$ cat src/assert_macros.svh
// Assertion macros shared by the classifier RTL.
`ifndef ASSERT_MACROS_SVH
`define ASSERT_MACROS_SVH
`ifndef SYNTH
`define ASSERT_IMPLIES(label, clk, rst, ante, cons) \
  label: assert property (@(posedge clk) disable iff (rst) (ante) |-> (cons)) \
    else $error("assertion failed");
`define ASSERT_NEXT(label, clk, rst, ante, cons) \
  label: assert property (@(posedge clk) disable iff (rst) (ante) |=> (cons)) \
    else $error("assertion failed");
`else
`define ASSERT_IMPLIES(label, clk, rst, ante, cons)
`define ASSERT_NEXT(label, clk, rst, ante, cons)
`endif
`endif

$ cat src/cpl_ram.sv
// Generic RAM with one write port and one registered read port.
module cpl_ram #(
  parameter int Width = 8,
  parameter int Depth = 16
) (
  input  logic                     clk,
  input  logic                     we,
  input  logic [$clog2(Depth)-1:0] waddr,
  input  logic [Width-1:0]         wdata,
  input  logic [$clog2(Depth)-1:0] raddr,
  output logic [Width-1:0]         rdata
);
  logic [Width-1:0] mem [Depth];
  always_ff @(posedge clk) begin
    if (we) mem[waddr] <= wdata;
    rdata <= mem[raddr];
  end
endmodule

$ cat config.mk
export PLATFORM = sky130hd
export DESIGN_NAME = cpl_ram
export DESIGN_NICKNAME = d
export VERILOG_FILES = /design/src/assert_macros.svh /design/src/cpl_ram.sv
export SDC_FILE = /design/constraint.sdc
export NUM_CORES = 1
export LEC_CHECK = 0
export ABC_AREA = 0
export BUFFER_PORTS_ARGS = -buffer_cell sky130_fd_sc_hd__buf_2
export CORE_UTILIZATION = 46
export DETAILED_ROUTE_END_ITERATION = 10
export PLACE_DENSITY = 0.71
export RECOVER_POWER = 50
export SETUP_SLACK_MARGIN = 0.3
export SLEW_MARGIN = 20
export SYNTH_ARGS = -nofsm -noshare
export SYNTH_HDL_FRONTEND = slang
export SYNTH_SLANG_ARGS = --single-unit
$ cat constraint.sdc
create_clock -name clk -period 1.9 [get_ports clk]
set_input_delay 0.285 -clock clk [delete_from_list [all_inputs] [get_ports clk]]
set_output_delay 0.285 -clock clk [all_outputs]
set_load 0.01 [all_outputs]
==> impl_metrics.tcl <==
set metrics [dict create \
    drc 0 \
    max_stage_delay_ns 0.51 \
    grt_pass1_wl_um 14300 \
    dieHeight_um 108 \
    netlist_instances 229 \
    final.setup_skew_ns 0.0112 \
    cp_top_family "multiplexers" \
    rrSetupSlack_ns 0.54 \
    ys_top_cells_by_area "edfxtp_1 (75%), mux4_2 (7.9%), mux4_1 (7.1%), dfxtp_1 (3.1%), a22oi_1 (2.3%)" \
    hold_class "primary input to register" \
    via_per_inst 5.50 \
    antenna_found_initial 0 \
    syn2layout_area_growth_pct 17.9 \
    drt_wl_total_um 9140 \
    finalCriticalPeriod_ns 1.36 \
    fin_ws_ns 0.536 \
    finalSetupTns_ns 0 \
    clock-sinks 136 \
    avgSynthCellArea_um2 22.5 \
    critPathLaunchType "register" \
    place_hpwl_um 5800 \
    ant_nets 0 \
    syn-num-nets 247 \
    final_core_util 0.557 \
    critPathCaptureType "register" \
    cts_hold_buf 0 \
    dpl_cell_area_um2 5540 \
    syn_area_um2 5150 \
    multi_input_area_um2 1060 \
    fin_area_um2 6070 \
    synth.largest_area_cell "edfxtp_1" \
    vias 2399 \
    synth_top_area_share 0.747 \
    dp_slack_ns 0.159 \
    ir_drop_mv 0.721 \
    worstPathArrival_ns 1.76 \
    cts-buffers-inserted 17 \
    drive_gt1_frac 0.294 \
    slew_viol_final 0 \
    nNetsFinal 301 \
    portBuffers 25 \
    crit_buf_inv 0 \
    path_cells "mux4_1 -> a22oi_1 -> nand2_1" \
    worstPathRequired_ns 2.30 \
    worstSetupPathType "register to register" \
    rsz0062_at_grt "false" \
    outcome "finished, final reports clean" \
    ys_types 19 \
    cts_setup_buffers 0 \
    clk_path_buf_depth 2 \
    fmax_mhz 733 \
    insertedDiodeCount 0 \
    yosysSeqAreaShare 0.778 \
    cts-root-buf "clkbuf_8" \
    setup_viol 0 \
    drt-initial-drc-count 165 \
    ys_seq_elements 136 \
    maxSlewHeadroom 0.559 \
    die_x_um 108 \
    cp_slowest_cell "mux4_1" \
    htree_levels 4 \
    avgRoutedWirePerCell_um 21.0 \
    cp_max_fo 1 \
    rows 38 \
    grt_use_total 0.180 \
    insertion_delay_ns 0.51 \
    seq_area_um2 4000 \
    path_clk_slew_ns 0.06 \
    hold_viol 0 \
    p_per_area_nw_per_um2 1090 \
    grt_max_degree 33 \
    synth_warnings 0 \
    grt_pass1_vias 2521 \
    ctsResizeCount 0 \
    fill_cells 806 \
    firstDrtPassIters 4 \
    dieArea_um2 11600 \
    worst_pin_slew_ns 0.662 \
    gr-total-overflow 0 \
    coreArea_um2 10900 \
    start_util 0.473 \
    cts_tree "done" \
    drv_cap 0 \
    io_pins 26 \
    globalplace.congestion 0.726 \
    p_leak_nw 2.04 \
    fin_crit_sh 0.718 \
]
[worst register-to-register path, stage by stage (launching register included)]
cell and delay (ns):
edfxtp_1 0.36, mux4_1 0.51, a22oi_1 0.30, nand2_1 0.09
[cells in the mapped netlist, drive strengths merged]
master / instances
edfxtp: 128
mux4: 32
a22oi: 16
nor2: 13
nand2: 9
dfxtp: 8
buf: 7
nor3: 4
clkdlybuf4s25: 3
nand2b: 2
nand3b: 2
and2: 1
and2b: 1
nand3: 1
nor2b: 1
or3b: 1
[placed cells by master (no fill, tap or decap), drive strengths merged]
cell      count
clkinvlp      3
nor2         13
nand3         1
dfxtp         8
a22oi        16
mux4         32
and2          1
clkbuf       27
or3b          1
nor2b         1
inv          10
nand2         9
nand3b        2
nand2b        2
nor3          4
buf          35
clkinv        2
edfxtp      128
and2b         1
[state kept, by name (all words and copies together), names as in the netlist]
signal	cells
mem	128
rdata	8
[metal layers]
metal,vias to the layer above,part of all wire,global-route usage
li1,1086,-,-
met1,1230,0.43,0.223
met2,64,0.51,0.296
met3,19,0.043,0.0418
met4,0,0.019,0.0910
met5,-,0,0
[final timing paths]
kind | cells after the start | to | startpoint
min reg2reg | 3 | rdata[0] | mem[12][0]
min | 1 | mem[6][3] | wdata[3]
max | 3 | rdata[2] | mem[1][2]
max reg2reg | 3 | rdata[2] | mem[1][2]
[cell families after synthesis]
| logic type | Yosys count | synth area share |
|---|---|---|
| flops | 136 | 0.778 |
| mux | 32 | 0.150 |
| buf+inv | 10 | 0.0168 |
| simple gates | 35 | 0.0318 |
| compound gates | 16 | 0.0233 |
[through the flow]
| stage | power (mW) | hold WS, ns | std cells |
|---|---|---|---|
| floorplan | 3.61 | 0.384 | 229 |
| global placement | 3.74 | 0.651 | 404 |
| detailed placement | 3.75 | 0.655 | 404 |
| CTS | 6.69 | 0.134 | 436 |
| global route | 6.84 | 0.302 | 436 |
| finish | 6.62 | 0.293 | 436 |
[power breakdown]
| group | total [mW] | internal [mW] | leakage, nW | switching (mW) |
|---|---|---|---|---|
| Clock | 2.94 | 1.65 | 0.261 | 1.29 |
| Combinational | 0.307 | 0.133 | 0.558 | 0.174 |
| Sequential | 3.37 | 3.35 | 1.22 | 0.0188 |
[final cells by class]
cell class | instances | area share
multi-input combinational | 83 | 0.175
tap | 140 | 0.0289
sequential | 136 | 0.660
clock inverter | 15 | 0.0212
timing repair buffer | 45 | 0.0470
clock buffer | 17 | 0.0682
(Power assumes the default switching activity.)
