==> config.mk <==
export PLATFORM = sky130hd
export DESIGN_NAME = cpl_cache
export DESIGN_NICKNAME = d
export VERILOG_FILES = /design/src/cpl_pkg.sv /design/src/cpl_cache.sv
export VERILOG_INCLUDE_DIRS = /design/src /design/src/src
export SDC_FILE = /design/constraint.sdc
export NUM_CORES = 2
export LEC_CHECK = 0
export BUFFER_PORTS_ARGS = -buffer_cell sky130_fd_sc_hd__buf_2
export CORE_ASPECT_RATIO = 1.5
export CORE_MARGIN = 2
export CORE_UTILIZATION = 63
export CTS_CLUSTER_SIZE = 12
export DETAILED_ROUTE_END_ITERATION = 7
export GPL_ROUTABILITY_DRIVEN = 0
export PLACE_DENSITY = 0.85
export SYNTH_ARGS = -nofsm -noshare
export SYNTH_HDL_FRONTEND = slang
export SYNTH_SLANG_ARGS = --single-unit
==> constraint.sdc <==
create_clock -name clk -period 14.55 [get_ports clk]
set_input_delay 2.1825 -clock clk [delete_from_list [all_inputs] [get_ports clk]]
set_output_delay 2.1825 -clock clk [all_outputs]
set_load 0.02 [all_outputs]
==> src/assert_macros.svh <==
// Assertion macros shared by the classifier RTL.
`ifndef ASSERT_MACROS_SVH
`define ASSERT_MACROS_SVH
`ifndef SYNTH
`define ASSERT_IMPLIES(label, clk, rst, ante, cons) \
  label: assert property (@(posedge clk) disable iff (rst) (ante) |-> (cons)) \
    else $error("assertion failed");
`define ASSERT_NEXT(label, clk, rst, ante, cons) \
  label: assert property (@(posedge clk) disable iff (rst) (ante) |=> (cons)) \
    else $error("assertion failed");
`else
`define ASSERT_IMPLIES(label, clk, rst, ante, cons)
`define ASSERT_NEXT(label, clk, rst, ante, cons)
`endif
`endif

==> src/cpl_pkg.sv <==
// Package: constants and types of the rule classifier.
package cpl_pkg;
  localparam int RuleSlots = 64;
  localparam int CacheWays = 8;
  localparam int SlotW = $clog2(RuleSlots);
  localparam int WayW = $clog2(CacheWays);
  localparam logic [5:0] OpAny = 6'd63;
  localparam logic [7:0] FmtAny = 8'd255;
  localparam int RuleW = 1 + 30 + 96 + 12;

  typedef enum logic [1:0] {
    ST_IDLE, ST_SCAN, ST_DRAIN, ST_OUT
  } cpl_state_t;

  typedef struct packed {
    logic        func;
    logic [5:0]  slot;
    logic [5:0]  operator_code;
    logic [7:0]  source_format;
    logic [7:0]  mask_format_code;
    logic [7:0]  dest_format_code;
    logic [31:0] source_flag_bits;
    logic [31:0] mask_flag_bits;
    logic [31:0] dest_flag_bits;
    logic [7:0]  routine_id;
    logic [3:0]  provider_id;
    logic        rule_enable;
  } cpl_req_t;

  typedef struct packed {
    logic       found;
    logic       from_cache;
    logic [3:0] result_provider;
    logic [7:0] result_routine;
  } cpl_out_t;

  typedef struct packed {
    logic        found;
    logic        from_cache;
    logic [11:0] target;
  } cpl_resp_t;

  typedef struct packed {
    logic        valid;
    logic [29:0] key;
    logic [95:0] flags;
    logic [11:0] target;
  } cpl_way_t;

  function automatic logic rule_match(input logic [RuleW-1:0] r, input logic [29:0] key,
                                      input logic [95:0] fl);
    logic        en;
    logic [5:0]  op;
    logic [7:0]  sf, mf, df;
    logic [95:0] need;
    en = r[RuleW-1];
    op = r[RuleW-2 -: 6];
    sf = r[RuleW-8 -: 8];
    mf = r[RuleW-16 -: 8];
    df = r[RuleW-24 -: 8];
    need = r[107:12];
    return en && (op == OpAny || op == key[29:24]) && (sf == FmtAny || sf == key[23:16])
      && (mf == FmtAny || mf == key[15:8]) && (df == FmtAny || df == key[7:0])
      && ((need & fl) == need);
  endfunction
endpackage

==> src/cpl_cache.sv <==
// Eight-way move-to-front cache of recent lookup answers.
module cpl_cache
  import cpl_pkg::*;
(
  input  logic        clk,
  input  logic        rst,
  input  logic        flush,
  input  logic [29:0] key,
  input  logic [95:0] flags,
  output logic        hit,
  output logic [11:0] hit_target,
  input  logic        update,
  input  logic [11:0] upd_target
);
  `include "assert_macros.svh"
  cpl_way_t way [CacheWays];
  logic [CacheWays-1:0] match;
  logic [WayW-1:0] hit_way;
  logic [WayW-1:0] top;

  always_comb begin
    hit_way = '0;
    for (int w = CacheWays - 1; w >= 0; w--) begin
      match[w] = way[w].valid && way[w].key == key && way[w].flags == flags;
      if (match[w]) hit_way = WayW'(w);
    end
    hit = |match;
    hit_target = way[hit_way].target;
    top = hit ? hit_way : WayW'(CacheWays - 1);
  end

  always_ff @(posedge clk) begin
    if (rst) begin
      for (int w = 0; w < CacheWays; w++) way[w] <= '0;
    end else if (flush) begin
      for (int w = 0; w < CacheWays; w++) way[w].valid <= 1'b0;
    end else if (update) begin
      for (int w = 1; w < CacheWays; w++)
        if (WayW'(w) <= top) way[w] <= way[w-1];
      way[0] <= '{valid: 1'b1, key: key, flags: flags, target: upd_target};
    end
  end

  `ASSERT_IMPLIES(a_one_hit, clk, rst, 1'b1, $onehot0(match))
  `ASSERT_NEXT(a_front_valid, clk, rst, update && !flush, way[0].valid)
  `ASSERT_NEXT(a_flush_clears, clk, rst, flush, way[0].valid == 1'b0)
endmodule

==> run metrics, run 1 <==
IO Pins=155; starting density of the core=0.635; EDFF count, synth=1110; synthesized instance count=4478; sequential cell area fraction in the yosys report=0.599; Inserted Clock Buffers=106; Netlist cell types=76; Post-Place Worst Slack=5050 ps; Yosys reg bits=1112; port bufs=154; row count=133; number of synthesis warnings=0; Mapped Area=55700 um2; CTS max path bufs=3; Adder-Cell Fraction of Synth Area=0; Die Ht=368 um; Run Error=[ERROR GRT-0116] Global routing finished with congestion. Check the congestion regions in the DRC Viewer.; CTS sink count=1112; Die X-Extent=247 um; asr flop ratio synth=0; post-synthesis compound-gate area fraction=0.0486; mux cell area share after synthesis=0.000180; Post-Synth Simple-Gate Area=0.216; post-CTS sizing=0; status=stopped before the end; first-pass GRT wire length=382000 um; post-synth top area cell=edfxtp_1; GRT Util Overall=0.608; final global-route overflow total=473; Syn Nets=4620; commonest cells in the netlist=1110 x edfxtp_1, 651 x and2_1, 368 x xnor2_1; HPWL after DPL=169000 um; root buffer cell=clkbuf_16; top_reg_cell synth=edfxtp_1; pin count of the biggest net entering global routing=124; Mean Syn Cell Area=12.4 um2; stage reached=global routing (5_1_grt); vias in the first global route=44800; largest cells by area after synthesis=edfxtp_1 60%, and2_1 7.3%, xnor2_1 5.8%; largest family of logic cells by synthesized area=simple AND/OR/NAND/NOR gates; post-CTS setup buffers=0; Hold Buf Count CTS=0; most frequent cell after synthesis=edfxtp_1; Post-Synth XOR/XNOR Area=0.0983; post-synth top area share=0.599; H-tree depth=3
-- metrics by stage --
step | cells | area (um2) | util
floorplan | 4478 | 55700 | -
global placement | 5517 | 56800 | 0.648
detailed placement | 5517 | 56800 | 0.648
CTS | 5664 | 59800 | 0.681
-- per-layer routing --
metal / overflow / GRT usage
met5: 0 / 0.215
met4: 198 / 0.506
met3: 9 / 0.472
met2: 252 / 0.756
met1: 14 / 0.644
-- kinds of logic after synthesis --
family                 Yosys count
AND/OR/NAND/NOR               1975
flip-flops                    1112
XOR/XNOR                       625
buffers and inverters          448
AO/OA/AOI/OAI                  317
multiplexers                     1
==> inputs of run 2 (changes only) <==
--- a/config.mk
+++ b/config.mk
@@ -7,13 +7,11 @@
 export NUM_CORES = 2
 export LEC_CHECK = 0
 export BUFFER_PORTS_ARGS = -buffer_cell sky130_fd_sc_hd__buf_2
-export CORE_ASPECT_RATIO = 1.5
 export CORE_MARGIN = 2
-export CORE_UTILIZATION = 63
-export CTS_CLUSTER_SIZE = 12
+export CORE_UTILIZATION = 40
 export DETAILED_ROUTE_END_ITERATION = 7
 export GPL_ROUTABILITY_DRIVEN = 0
-export PLACE_DENSITY = 0.85
+export PLACE_DENSITY_LB_ADDON = 0.15
 export SYNTH_ARGS = -nofsm -noshare
 export SYNTH_HDL_FRONTEND = slang
 export SYNTH_SLANG_ARGS = --single-unit
==> run metrics, run 2 <==
most frequent cell after synthesis=edfxtp_1 (unchanged); kind of critical path=input port to primary output; root buffer cell=clkbuf_16 (unchanged); final core utilization=0.450; post-synth top area share=0.599 (unchanged); Hold Fails Final Rpt=0; H-tree depth=4 (was 3); Netlist cell types=76 (unchanged); detailed-route via count=40900; Initial DRC Count=7269; CTS sink count=1112 (unchanged); Worst slew margin=0.0248; Post-Synth Simple-Gate Area=0.216 (unchanged); Worst EP required=12370 ps; placed cell area=57800 um2 (was 56800 um2); slew at the pin closest to its max-slew limit=1450 ps; CTS max path bufs=3 (unchanged); Hold Crit Class=register to register; Reg clk slew, reported paths=60 ps; Syn Nets=4620 (unchanged); Worst Path Buf+Inv=3; port bufs=154 (unchanged); Adder-Cell Fraction of Synth Area=0 (unchanged); Yosys reg bits=1112 (unchanged); post-CTS setup buffers=0 (unchanged); initial antenna violation count=31; Syn-to-layout area delta=11.4%; Tot Pwr=8.17 mW; commonest non-fill, non-tap cell in the layout=edfxtp_1; fin crit period=9870 ps; die area=142000 um2; slowest cell on the critical path=nor4_1; CTS tree=done; detailed-router iteration count before antenna repair=8; starting density of the core=0.404 (was 0.635); final global-route overflow total=0; row count=136 (was 133); RSZ-0062 raised after global routing=false; commonest cells in the netlist=1110 x edfxtp_1, 651 x and2_1, 368 x xnor2_1 (unchanged); Top delay family on crit path=compound AO/OA/AOI/OAI gates; Vias/cell=6.35; Max Clock Freq=101 MHz; HPWL after DPL=201000 um (was 169000 um); final setup fails=0; number of synthesis warnings=0 (unchanged); Max Cap Viol=1; Hold Buf Count CTS=0 (unchanged); Critical Path, Cell by Cell=buf_2, inv_1, a2111o_1, nor4_1, nand2_1, nor4_1, a21bo_2, a21oi_4, a211oi_4, a221oi_1, o21ai_1, and3_1, buf_2; first-pass GRT wire length=349000 um; most flop-heavy register=way; Core ar.=138000 um2; critical path endpoint category=primary output; top flop regs=way: 1112 flops; IO Pins=155 (unchanged); asr flop ratio synth=0 (unchanged); largest cells by area after synthesis=edfxtp_1 60%, and2_1 7.3%, xnor2_1 5.8% (unchanged); Die Ht=377 um (was 368 um); Setup TNS=0 ps; Tcrit/Tclk final=0.678; post-synthesis compound-gate area fraction=0.0486 (unchanged); mux cell area share after synthesis=0.000180 (unchanged); pin count of the biggest net entering global routing=126; DR DRC count=0; Total Wirelength=267000 um; most frequent cells in the layout=1110 x edfxtp_1, 650 x and2_1, 368 x xnor2_1; Worst setup SP type=input port; Routed Antenna Nets=0; Mean Syn Cell Area=12.4 um2 (unchanged); post-synth top area cell=edfxtp_1 (unchanged); layout cell share with drive strength beyond 1=0.0971; PwrDens=132 nW/um2; final instance area=62000 um2; CP max FO=24; failing checks=capacitance limit; sequential cell area fraction in the yosys report=0.599 (unchanged); # nets final=4667; status=complete, but fails checks (was stopped before the end); CP peak stage delay=1220 ps; synthesized instance count=4478 (unchanged); EDFF count, synth=1110 (unchanged); GRT Util Overall=0.371; Post-Place Worst Slack=5040 ps (was 5050 ps); Layout Skew=43.5 ps; Post-Synth XOR/XNOR Area=0.0983 (unchanged); clk_lat worst skew=800 ps; average wire per standard cell=41.5 um; Largest register FFs=1112; Pleak=23.5 nW; Arr. time, crit path=7690 ps; Final WS setup=4680 ps; top_reg_cell synth=edfxtp_1 (unchanged); Die X-Extent=377 um (was 247 um); largest family of logic cells by synthesized area=simple AND/OR/NAND/NOR gates (unchanged); Mapped Area=55700 um2 (unchanged); Inserted Clock Buffers=131 (was 106); post-CTS sizing=0 (unchanged); worst IR drop on VDD=0.0845 mV; vias in the first global route=38200; final slew viol count=0
## run 2: cell counts after synthesis
No cell type changed its count.
## run 2: report_power, final
| part | switching (mW) | internal, mW |
|---|---|---|
| clock network | 1.40 | 1.89 |
| logic | 0.676 | 0.240 |
| registers | 0.209 | 3.75 |
## run 2: final timing paths
path                    from       endpoint  slack (ps)  cells past startpoint
setup / recovery   flags[45]  hit_target[6]        4680                     13
hold / removal    way[5][68]     way[6][68]         550                      1
setup reg to reg  way[3][82]     way[7][38]        8180                     14
hold reg to reg   way[5][68]     way[6][68]         550                      1
## run 2: cell families after synthesis
family / Yosys count
xor gates and xnor gates: 625
buffers and inverters: 448
AOI/OAI and AO/OA: 317
and+or+nand+nor: 1975
muxes: 1
DFF: 1112
## run 2: worst register-to-register path: cells and delay by family, from the launching register on
family                    cells  cell delay [ps]
buffers and inverters         5             2040
xor gates and xnor gates      1             1090
and+or+nand+nor               6             1740
DFF                           1              570
AOI/OAI and AO/OA             2              450
## run 2: final cells by class
cell class	count	area, um2
multi-input cells	2918	20400
diodes	18	45.0
well taps	1794	2240
clock inverters	69	633
fillers	12800	75800
clock buffers	164	3550
repair buffers	213	1240
flip-flops and latches	1112	33400
inverters	149	562
## run 2: metrics by stage
stage / hold WS (ps) / cells
after floorplan: 455 / 4478
after CTS: 553 / 6418
final: 545 / 6437
after detailed placement: 544 / 6185
after global placement: 540 / 6185
after global routing: 570 / 6422
## run 2: layer usage
metal  vias up  wire [um]  global-route usage
li1      16200          -                   -
met1     20400     102000               0.488
met2      3372     107000               0.502
met3       855      33600               0.113
met4        18      25500               0.297
met5         -        135                   0
No activity file was read; power rests on OpenSTA's default activity.
